## config.mk

```make
export PLATFORM = sky130hd
export DESIGN_NAME = multichannel_tremolo_lfo
export DESIGN_NICKNAME = d
export VERILOG_FILES = /design/src/rtl/core/mtl_pkg.sv /design/src/rtl/core/mtl_datapath.sv /design/src/rtl/core/mtl_ctrl.sv /design/src/rtl/core/multichannel_tremolo_lfo.sv
export SDC_FILE = /design/constraint.sdc
export NUM_CORES = 2
export LEC_CHECK = 0
export BUFFER_PORTS_ARGS = -buffer_cell sky130_fd_sc_hd__buf_4
export CORE_ASPECT_RATIO = 2
export CORE_UTILIZATION = 65
export DETAILED_ROUTE_END_ITERATION = 7
export PLACE_DENSITY = 0.93
export SLEW_MARGIN = 30
export SYNTH_ARGS = -nofsm -noshare
export SYNTH_HDL_FRONTEND = slang
export SYNTH_HIERARCHICAL = 1
export SYNTH_SLANG_ARGS = --single-unit
```

## constraint.sdc

```tcl
create_clock -name i_clk -period 20.9 [get_ports i_clk]
set_input_delay 0 -clock i_clk [delete_from_list [all_inputs] [get_ports i_clk]]
set_output_delay 0 -clock i_clk [all_outputs]
set_load 0.01 [all_outputs]
```

## src/rtl/core/mtl_pkg.sv

```systemverilog
`timescale 1ns / 1ps
package mtl_pkg;

    localparam int CHANNELS        = 5;
    localparam int CH_W            = 3;
    localparam int SINE_TABLE_BITS = 8;
    localparam int QUARTER         = 1 << (SINE_TABLE_BITS - 2);

    localparam logic [31:0] RATE_RESET  = 32'd17179869;
    localparam logic [11:0] SCALE_RESET = 12'd43;
    localparam logic [31:0] SCALE_MAX   = 32'd2048;
    localparam logic [31:0] MOD_MAX     = 32'd16383;

    // command opcodes
    typedef enum logic [1:0] {
        OP_TICK  = 2'd0,
        OP_RATE  = 2'd1,
        OP_SCALE = 2'd2,
        OP_MOD   = 2'd3
    } t_op;

    // configuration register indexes
    typedef enum logic [1:0] {
        REG_ENABLE = 2'd0,
        REG_SINE   = 2'd1,
        REG_SHARED = 2'd2,
        REG_ACTIVE = 2'd3
    } t_reg;

    typedef enum logic [2:0] {
        ST_IDLE,
        ST_SCAN,
        ST_MUL1,
        ST_MUL2,
        ST_MUL3,
        ST_EMIT
    } t_state;

    // controller to datapath
    typedef struct packed {
        logic            load;   // capture command beat
        logic            write;  // apply table write
        logic            ph;     // phase multiply for channel
        logic            prod;   // y * modulation
        logic            fin;    // * scale
        logic            emit;   // drive result
        logic [CH_W-1:0] ch;
        logic            last;
    } t_ctl;

    // quarter-wave sine, Q15, from the Q30 odd polynomial (elaboration only)
    function automatic logic [16:0] quarter_sine(input int k);
        logic [63:0] u, u2, t, s, y;
        u  = 64'(k) << (32 - SINE_TABLE_BITS);
        u2 = (u * u) >> 30;
        t  = 64'd5026995 - ((u2 * 64'd172272) >> 30);
        t  = 64'd85569306 - ((u2 * t) >> 30);
        t  = 64'd693598669 - ((u2 * t) >> 30);
        t  = 64'd1686629713 - ((u2 * t) >> 30);
        s  = (u * t) >> 30;
        y  = (s * 64'd32768 + (64'd1 << 29)) >> 30;
        if (y > 64'd32768) y = 64'd32768;
        return y[16:0];
    endfunction

endpackage

```

## src/rtl/core/mtl_datapath.sv

```systemverilog
`timescale 1ns / 1ps
module mtl_datapath (
    input  logic                  i_clk,
    input  mtl_pkg::t_ctl         i_ctl,
    input  logic [1:0]            i_opcode,
    input  logic [31:0]           i_time_ms,
    input  logic [2:0]            i_target_channel,
    input  logic [31:0]           i_write_value,
    input  logic                  i_rst_n,
    input  logic [4:0]            i_sine_mask,
    input  logic                  i_shared_rate,
    output logic [1:0]            o_op,
    output logic [2:0]            o_channel_index,
    output logic signed [12:0]    o_offset_value,
    output logic                  o_last_of_tick
);
    import mtl_pkg::*;

    logic [31:0] r_rate  [CHANNELS];
    logic [11:0] r_scale [CHANNELS];
    logic [13:0] r_mod   [CHANNELS];
    logic [1:0]  r_op;
    logic [31:0] r_time;
    logic [2:0]  r_tch;
    logic [31:0] r_val;
    logic [31:0] r_phase;
    logic        r_sine;
    logic [30:0] r_prod;
    logic [42:0] r_mag;
    logic        r_neg;
    logic [2:0]  r_och;
    logic        r_last;

    // wave lookup from registered phase
    logic [SINE_TABLE_BITS-1:0] w_idx;
    logic [SINE_TABLE_BITS-3:0] w_k0;
    logic [SINE_TABLE_BITS-2:0] w_k;
    logic [16:0] w_qs;
    logic [16:0] w_tri_mag;
    logic        w_tri_neg;
    logic [16:0] w_mag;
    logic        w_neg;
    logic [16:0] w_p;
    logic [CH_W-1:0] w_wch;

    assign w_idx = r_phase[31 -: SINE_TABLE_BITS];
    assign w_k0  = w_idx[SINE_TABLE_BITS-3:0];
    assign w_k   = w_idx[SINE_TABLE_BITS-2] ?
                   (SINE_TABLE_BITS-1)'(QUARTER) - {1'b0, w_k0} : {1'b0, w_k0};
    assign w_p   = r_phase[31:15];

    always_comb begin
        w_qs = '0;
        for (int j = 0; j <= QUARTER; j++) begin
            if (int'(w_k) == j) w_qs = quarter_sine(j);
        end
        // triangle: p - 32768 rising, 98304 - p falling
        if (!r_phase[31]) begin
            w_tri_neg = !w_p[15];
            w_tri_mag = w_p[15] ? {2'b0, w_p[14:0]} : 17'd32768 - {2'b0, w_p[14:0]};
        end else begin
            w_tri_neg = w_p[15];
            w_tri_mag = w_p[15] ? {2'b0, w_p[14:0]} : 17'd32768 - {2'b0, w_p[14:0]};
        end
        if (r_sine) begin
            w_mag = w_qs;
            w_neg = w_idx[SINE_TABLE_BITS-1];
        end else begin
            w_mag = w_tri_mag;
            w_neg = w_tri_neg;
        end
    end

    assign w_wch = i_shared_rate ? '0 : i_ctl.ch;

    // table writes, tick capture and arithmetic
    always_ff @(posedge i_clk) begin
        if (!i_rst_n) begin
            for (int j = 0; j < CHANNELS; j++) begin
                r_rate[j]  <= RATE_RESET;
                r_scale[j] <= SCALE_RESET;
                r_mod[j]   <= '0;
            end
        end else if (i_ctl.write && r_tch < 3'(CHANNELS)) begin
            case (t_op'(r_op))
                OP_RATE:  if (r_val != '0) r_rate[r_tch[CH_W-1:0]] <= r_val;
                OP_SCALE: if (r_val <= SCALE_MAX) r_scale[r_tch[CH_W-1:0]] <= r_val[11:0];
                OP_MOD:   r_mod[r_tch[CH_W-1:0]] <= (r_val > MOD_MAX) ? 14'(MOD_MAX) : r_val[13:0];
                default:  ;
            endcase
        end
        if (i_ctl.load) begin
            r_op   <= i_opcode;
            r_time <= i_time_ms;
            r_tch  <= i_target_channel;
            r_val  <= i_write_value;
        end
        if (i_ctl.ph) begin
            r_phase <= r_time * r_rate[w_wch];
            r_sine  <= i_sine_mask[w_wch];
        end
        if (i_ctl.prod) begin
            r_prod <= 31'(w_mag) * 31'(r_mod[i_ctl.ch]);
            r_neg  <= w_neg;
        end
        if (i_ctl.fin) begin
            r_mag  <= 43'(r_prod) * 43'(r_scale[i_ctl.ch]);
            r_och  <= i_ctl.ch;
            r_last <= i_ctl.last;
        end
    end

    logic [12:0] w_m;
    assign w_m             = r_mag[41:29];
    assign o_op            = r_op;
    assign o_channel_index = r_och;
    assign o_offset_value  = r_neg ? -$signed(w_m) : $signed(w_m);
    assign o_last_of_tick  = r_last;
endmodule

```

## src/rtl/core/mtl_ctrl.sv

```systemverilog
`timescale 1ns / 1ps
module mtl_ctrl (
    input  logic                i_clk,
    input  logic                i_rst_n,
    input  logic                i_start,
    input  logic [1:0]          i_op,
    input  logic [4:0]          i_enable_mask,
    input  logic [2:0]          i_active_count,
    output logic                o_busy,
    output logic                o_strobe,
    output mtl_pkg::t_ctl       o_ctl
);
    import mtl_pkg::*;

    t_state          r_state, n_state;
    logic [CH_W-1:0] r_ch, n_ch;
    logic            w_en;
    logic            w_more;
    logic [2:0]      w_lim;

    assign w_lim = (i_active_count > 3'(CHANNELS)) ? 3'(CHANNELS) : i_active_count;
    assign w_en  = (3'(r_ch) < w_lim) && i_enable_mask[r_ch];

    // any enabled channel above the current one within the active count
    always_comb begin
        w_more = 1'b0;
        for (int j = 0; j < CHANNELS; j++) begin
            if (j > int'(r_ch) && 3'(j) < w_lim && i_enable_mask[j]) w_more = 1'b1;
        end
    end

    always_ff @(posedge i_clk) begin
        if (!i_rst_n) begin
            r_state <= ST_IDLE;
            r_ch    <= '0;
        end else begin
            r_state <= n_state;
            r_ch    <= n_ch;
        end
    end

    always_comb begin
        n_state   = r_state;
        n_ch      = r_ch;
        o_ctl     = '0;
        o_ctl.ch  = r_ch;
        o_ctl.last = !w_more;
        o_busy    = (r_state != ST_IDLE);
        o_strobe  = 1'b0;
        unique case (r_state)
            ST_IDLE: begin
                o_ctl.load = i_start;
                if (i_start) begin
                    n_state = ST_SCAN;
                    n_ch    = '0;
                end
            end
            ST_SCAN: begin
                if (t_op'(i_op) != OP_TICK) begin
                    o_ctl.write = 1'b1;
                    n_state     = ST_IDLE;
                end else if (3'(r_ch) >= w_lim || 32'(r_ch) >= 32'(CHANNELS - 1) && !w_en) begin
                    n_state = ST_IDLE;
                end else if (w_en) begin
                    o_ctl.ph = 1'b1;
                    n_state  = ST_MUL1;
                end else begin
                    n_ch = r_ch + 1'b1;
                end
            end
            ST_MUL1: begin
                o_ctl.prod = 1'b1;
                n_state    = ST_MUL2;
            end
            ST_MUL2: begin
                o_ctl.fin = 1'b1;
                n_state   = ST_EMIT;
            end
            ST_EMIT: begin
                o_strobe = 1'b1;
                if (!w_more || 32'(r_ch) >= 32'(CHANNELS - 1)) begin
                    n_state = ST_IDLE;
                end else begin
                    n_ch    = r_ch + 1'b1;
                    n_state = ST_SCAN;
                end
            end
            default: n_state = ST_IDLE;
        endcase
    end
endmodule

```

## src/rtl/core/multichannel_tremolo_lfo.sv

```systemverilog
`timescale 1ns / 1ps
// a write command loads its beat at start and applies the table write while scanning
// a tick scans the channels in order, skipping disabled ones; each emitted
// offset passes through phase multiply, modulation, scale and output beat
// offsets strobe in their output beat, in ascending channel order
// the receiver cannot stall; each offset is valid for one cycle on o_strobe
// synchronous active-low reset restores config, FSM and channel tables to defaults
module multichannel_tremolo_lfo (
    input  logic               i_clk,
    input  logic               i_rst_n,
    input  logic               start,
    output logic               busy,
    input  logic [1:0]         i_opcode,
    input  logic [31:0]        i_time_ms,
    input  logic [2:0]         i_target_channel,
    input  logic [31:0]        i_write_value,
    input  logic               i_cfg_valid,
    output logic               o_cfg_ready,
    input  logic [1:0]         i_cfg_index,
    input  logic [31:0]        i_cfg_data,
    output logic               o_strobe,
    output logic [2:0]         o_channel_index,
    output logic signed [12:0] o_offset_value,
    output logic               o_last_of_tick
);
    import mtl_pkg::*;

    logic [4:0] r_enable;
    logic [4:0] r_sine;
    logic       r_shared;
    logic [2:0] r_active;
    t_ctl       w_ctl;
    logic [1:0] w_op;

    assign o_cfg_ready = 1'b1;

    // configuration registers
    always_ff @(posedge i_clk) begin
        if (!i_rst_n) begin
            r_enable <= '0;
            r_sine   <= 5'd31;
            r_shared <= 1'b0;
            r_active <= 3'd5;
        end else if (i_cfg_valid) begin
            unique case (t_reg'(i_cfg_index))
                REG_ENABLE: r_enable <= i_cfg_data[4:0];
                REG_SINE:   r_sine   <= i_cfg_data[4:0];
                REG_SHARED: r_shared <= i_cfg_data[0];
                REG_ACTIVE: r_active <= i_cfg_data[2:0];
                default:    ;
            endcase
        end
    end

    mtl_ctrl u_ctrl (
        .i_clk          (i_clk),
        .i_rst_n        (i_rst_n),
        .i_start        (start),
        .i_op           (w_op),
        .i_enable_mask  (r_enable),
        .i_active_count (r_active),
        .o_busy         (busy),
        .o_strobe       (o_strobe),
        .o_ctl          (w_ctl)
    );

    mtl_datapath u_dp (
        .i_clk            (i_clk),
        .i_ctl            (w_ctl),
        .i_opcode         (i_opcode),
        .i_time_ms        (i_time_ms),
        .i_target_channel (i_target_channel),
        .i_write_value    (i_write_value),
        .i_rst_n          (i_rst_n),
        .i_sine_mask      (r_sine),
        .i_shared_rate    (r_shared),
        .o_op             (w_op),
        .o_channel_index  (o_channel_index),
        .o_offset_value   (o_offset_value),
        .o_last_of_tick   (o_last_of_tick)
    );
endmodule
```

==> summary.md <==
| Metric | Value |
|---|---|
| Outcome | `finished with violations` |
| Failing checks | `DRC` |
| DRC Markers | `88` |
| Vias | `50.2k` |
| Final wirelength | `211 mm` |
| Root buf cell | `clkbuf_16` |
| WL per Instance | `28.3 um` |
| Synth Warn # | `6` |
| RD Place Congestion | `1.05` |
| PortBufs | `98` |
| Initial antenna violation count | `12` |
| CTS max path bufs | `3` |
| Final worst slack | `8.82 ns` |
| Crit path time final | `12.08 ns` |
| Worst-case clock skew | `0.0697 ns` |
| Layout cell share with drive strength beyond 1 | `7.24%` |
| First-pass GRT wire length | `315 mm` |
| Cell count of the worst reg-to-reg path | `31` |
| Startpoint class of the critical path | `flip-flop` |
| Synthesized area | `61500 um^2` |
| Largest net degree at the start of global routing | `89` |
| Htree depth | `2` |
| Nets | `7442` |
| DRT antenna net count | `0` |
| Sink Count | `620` |
| Worst setup path end | `u_dp/r_prod[29]$_DFFE_PP_` |
| Drt via density | `6.75` |
| Core Box Area | `93900 um^2` |
| CP Max Fanout | `29` |
| Worst skew pair latency | `0.71 ns` |
| CP most frequent cell | `fa_1` |
| Die W | `220 um` |
| Fill count | `5690` |
| Total die area | `96000 um^2` |
| Most frequent cells in the layout | `979 x inv_1, 893 x nand2_1, 861 x fa_1` |
| CTS clk-pin slew, worst paths | `0.08 ns` |
| Design area | `67000 um^2` |
| Crit Path Category | `flip-flop to flip-flop` |
| Multi-input logic area | `39000 um^2` |
| Max Slew Vio Count | `0` |
| RSZ-0062 raised after global routing | `no` |
| Setup TNS | `0 ns` |
| Reg area | `18400 um^2` |
| Final Hold Violating Endpoints | `0` |
| P&R area growth vs syn | `8.81%` |
| Max_cap viols | `0` |
| CTS resizes | `0` |
| CTS Buf Count | `51` |
| Post-Place Cell Area | `64100 um^2` |
| Critical R2R Capture | `u_dp/r_prod[29]$_DFFE_PP_` |
| Worst Hold Class | `input pin to flip-flop` |
| CP arrival | `12.64 ns` |
| Row cnt | `159` |
| Number of global-route vias before repair | `55.3k` |
| Peak Freq | `82.8 MHz` |
| Tcrit/Tclk final | `57.8%` |
| Setup WS pre-CTS | `9.42 ns` |
| DP Cell Count | `7232` |
| CP max-delay cell | `o31ai_1` |
| Top Ports | `127` |
| Count of final setup violators | `0` |
| Rel. slew slack | `26.5%` |
| CTS tree | `built` |
| Origin of the worst setup path | `u_dp/r_phase[24]$_DFFE_PP_` |
| Reg2Reg Setup Slack | `8.82 ns` |
| Grt ovf | `0` |
| Slowest stage delay, CP | `0.90 ns` |
| GRT Total Usage | `44.9%` |
| Layout Cells excl Fill | `7435` |
| Post-Syn Area per Cell | `10.3 um^2` |
| 1st-iter DRT viols | `6892` |
| WP data required | `21.46 ns` |
| Worst Tran Pin Value | `1.10 ns` |
| Final HPWL DP | `137 mm` |
| Die height | `437 um` |
| Initial Util | `65.5%` |
| Worst r2r src | `u_dp/r_phase[24]$_DFFE_PP_` |
| Cells after Synth | `5972` |
| Initial DRT Pass Iterations | `8` |
| Setup crit end kind | `flip-flop` |
| Most common cell after layout, fill and taps aside | `inv_1` |
## state kept, by name, indices dropped and copies added, names as in the netlist, 5 cells and up
| name | count |
|---|---|
| r_sine | 5 |
| u_dp/r_prod | 31 |
| u_dp/r_time | 32 |
| u_dp/r_scale | 96 |
| u_dp/r_val | 32 |
| u_dp/r_rate | 256 |
| u_dp/r_mod | 112 |
| u_dp/r_phase | 17 |
| u_dp/r_mag | 13 |
| r_enable | 5 |
## critical path, delay by kind of cell, from the launching register on
family | cells | cell delay, ns
buffers and inverters | 5 | 0.93
adders and majority gates | 8 | 4.11
AOI/OAI and AO/OA | 9 | 4.31
DFF | 1 | 0.37
and+or+nand+nor | 9 | 2.21
## layer usage
layer	vias up	wire length (um)	global-route usage [%]
met3	2076	26300	16.4
met1	23800	56100	41.9
met4	12	28300	46.9
met2	4797	99800	72.4
li1	19400	-	-
met5	-	99	0
## layout make-up
class / count / area share [%]
tap: 1207 / 2.26
antenna: 14 / 0.0523
inverter: 981 / 5.50
clock inverter: 32 / 0.712
sequential: 620 / 27.5
multi-input combinational: 4217 / 58.2
clock buffer: 63 / 1.97
timing repair buffer: 301 / 3.76
## what timing repair did
item                       CTS  global route
buffers inserted             0             0
setup endpoints to repair    0             0
hold endpoints to repair    95             0
hold buffers                91             0
## how the worst min path moves through the flow
stage,start,to,slack [ns],cells after the start
finish,i_write_value[6],u_dp/r_val[6]$_DFFE_PP_,0.02,2
global route,i_time_ms[29],u_dp/r_time[29]$_DFFE_PP_,0.03,2
CTS,i_write_value[23],u_dp/r_val[23]$_DFFE_PP_,0.03,2
detailed placement,i_write_value[11],u_dp/r_val[11]$_DFFE_PP_,0.18,1
global placement,i_time_ms[2],u_dp/r_time[2]$_DFFE_PP_,0.18,1
floorplan,i_opcode[0],u_dp/o_op[0]$_DFFE_PP_,0.1,0
## through the flow
| stage | hold WS [ns] | util (%) |
|---|---|---|
| after floorplan | 0.0989 | - |
| after global placement | 0.178 | 68.3 |
| after detailed placement | 0.179 | 68.3 |
| after CTS | 0.0279 | 71.2 |
| after global routing | 0.0325 | 71.3 |
| final | 0.0189 | 71.3 |
Power is left out: the tool's default activity adds up to more than one toggle a clock period on the data nets, which glitch-free logic cannot reach.
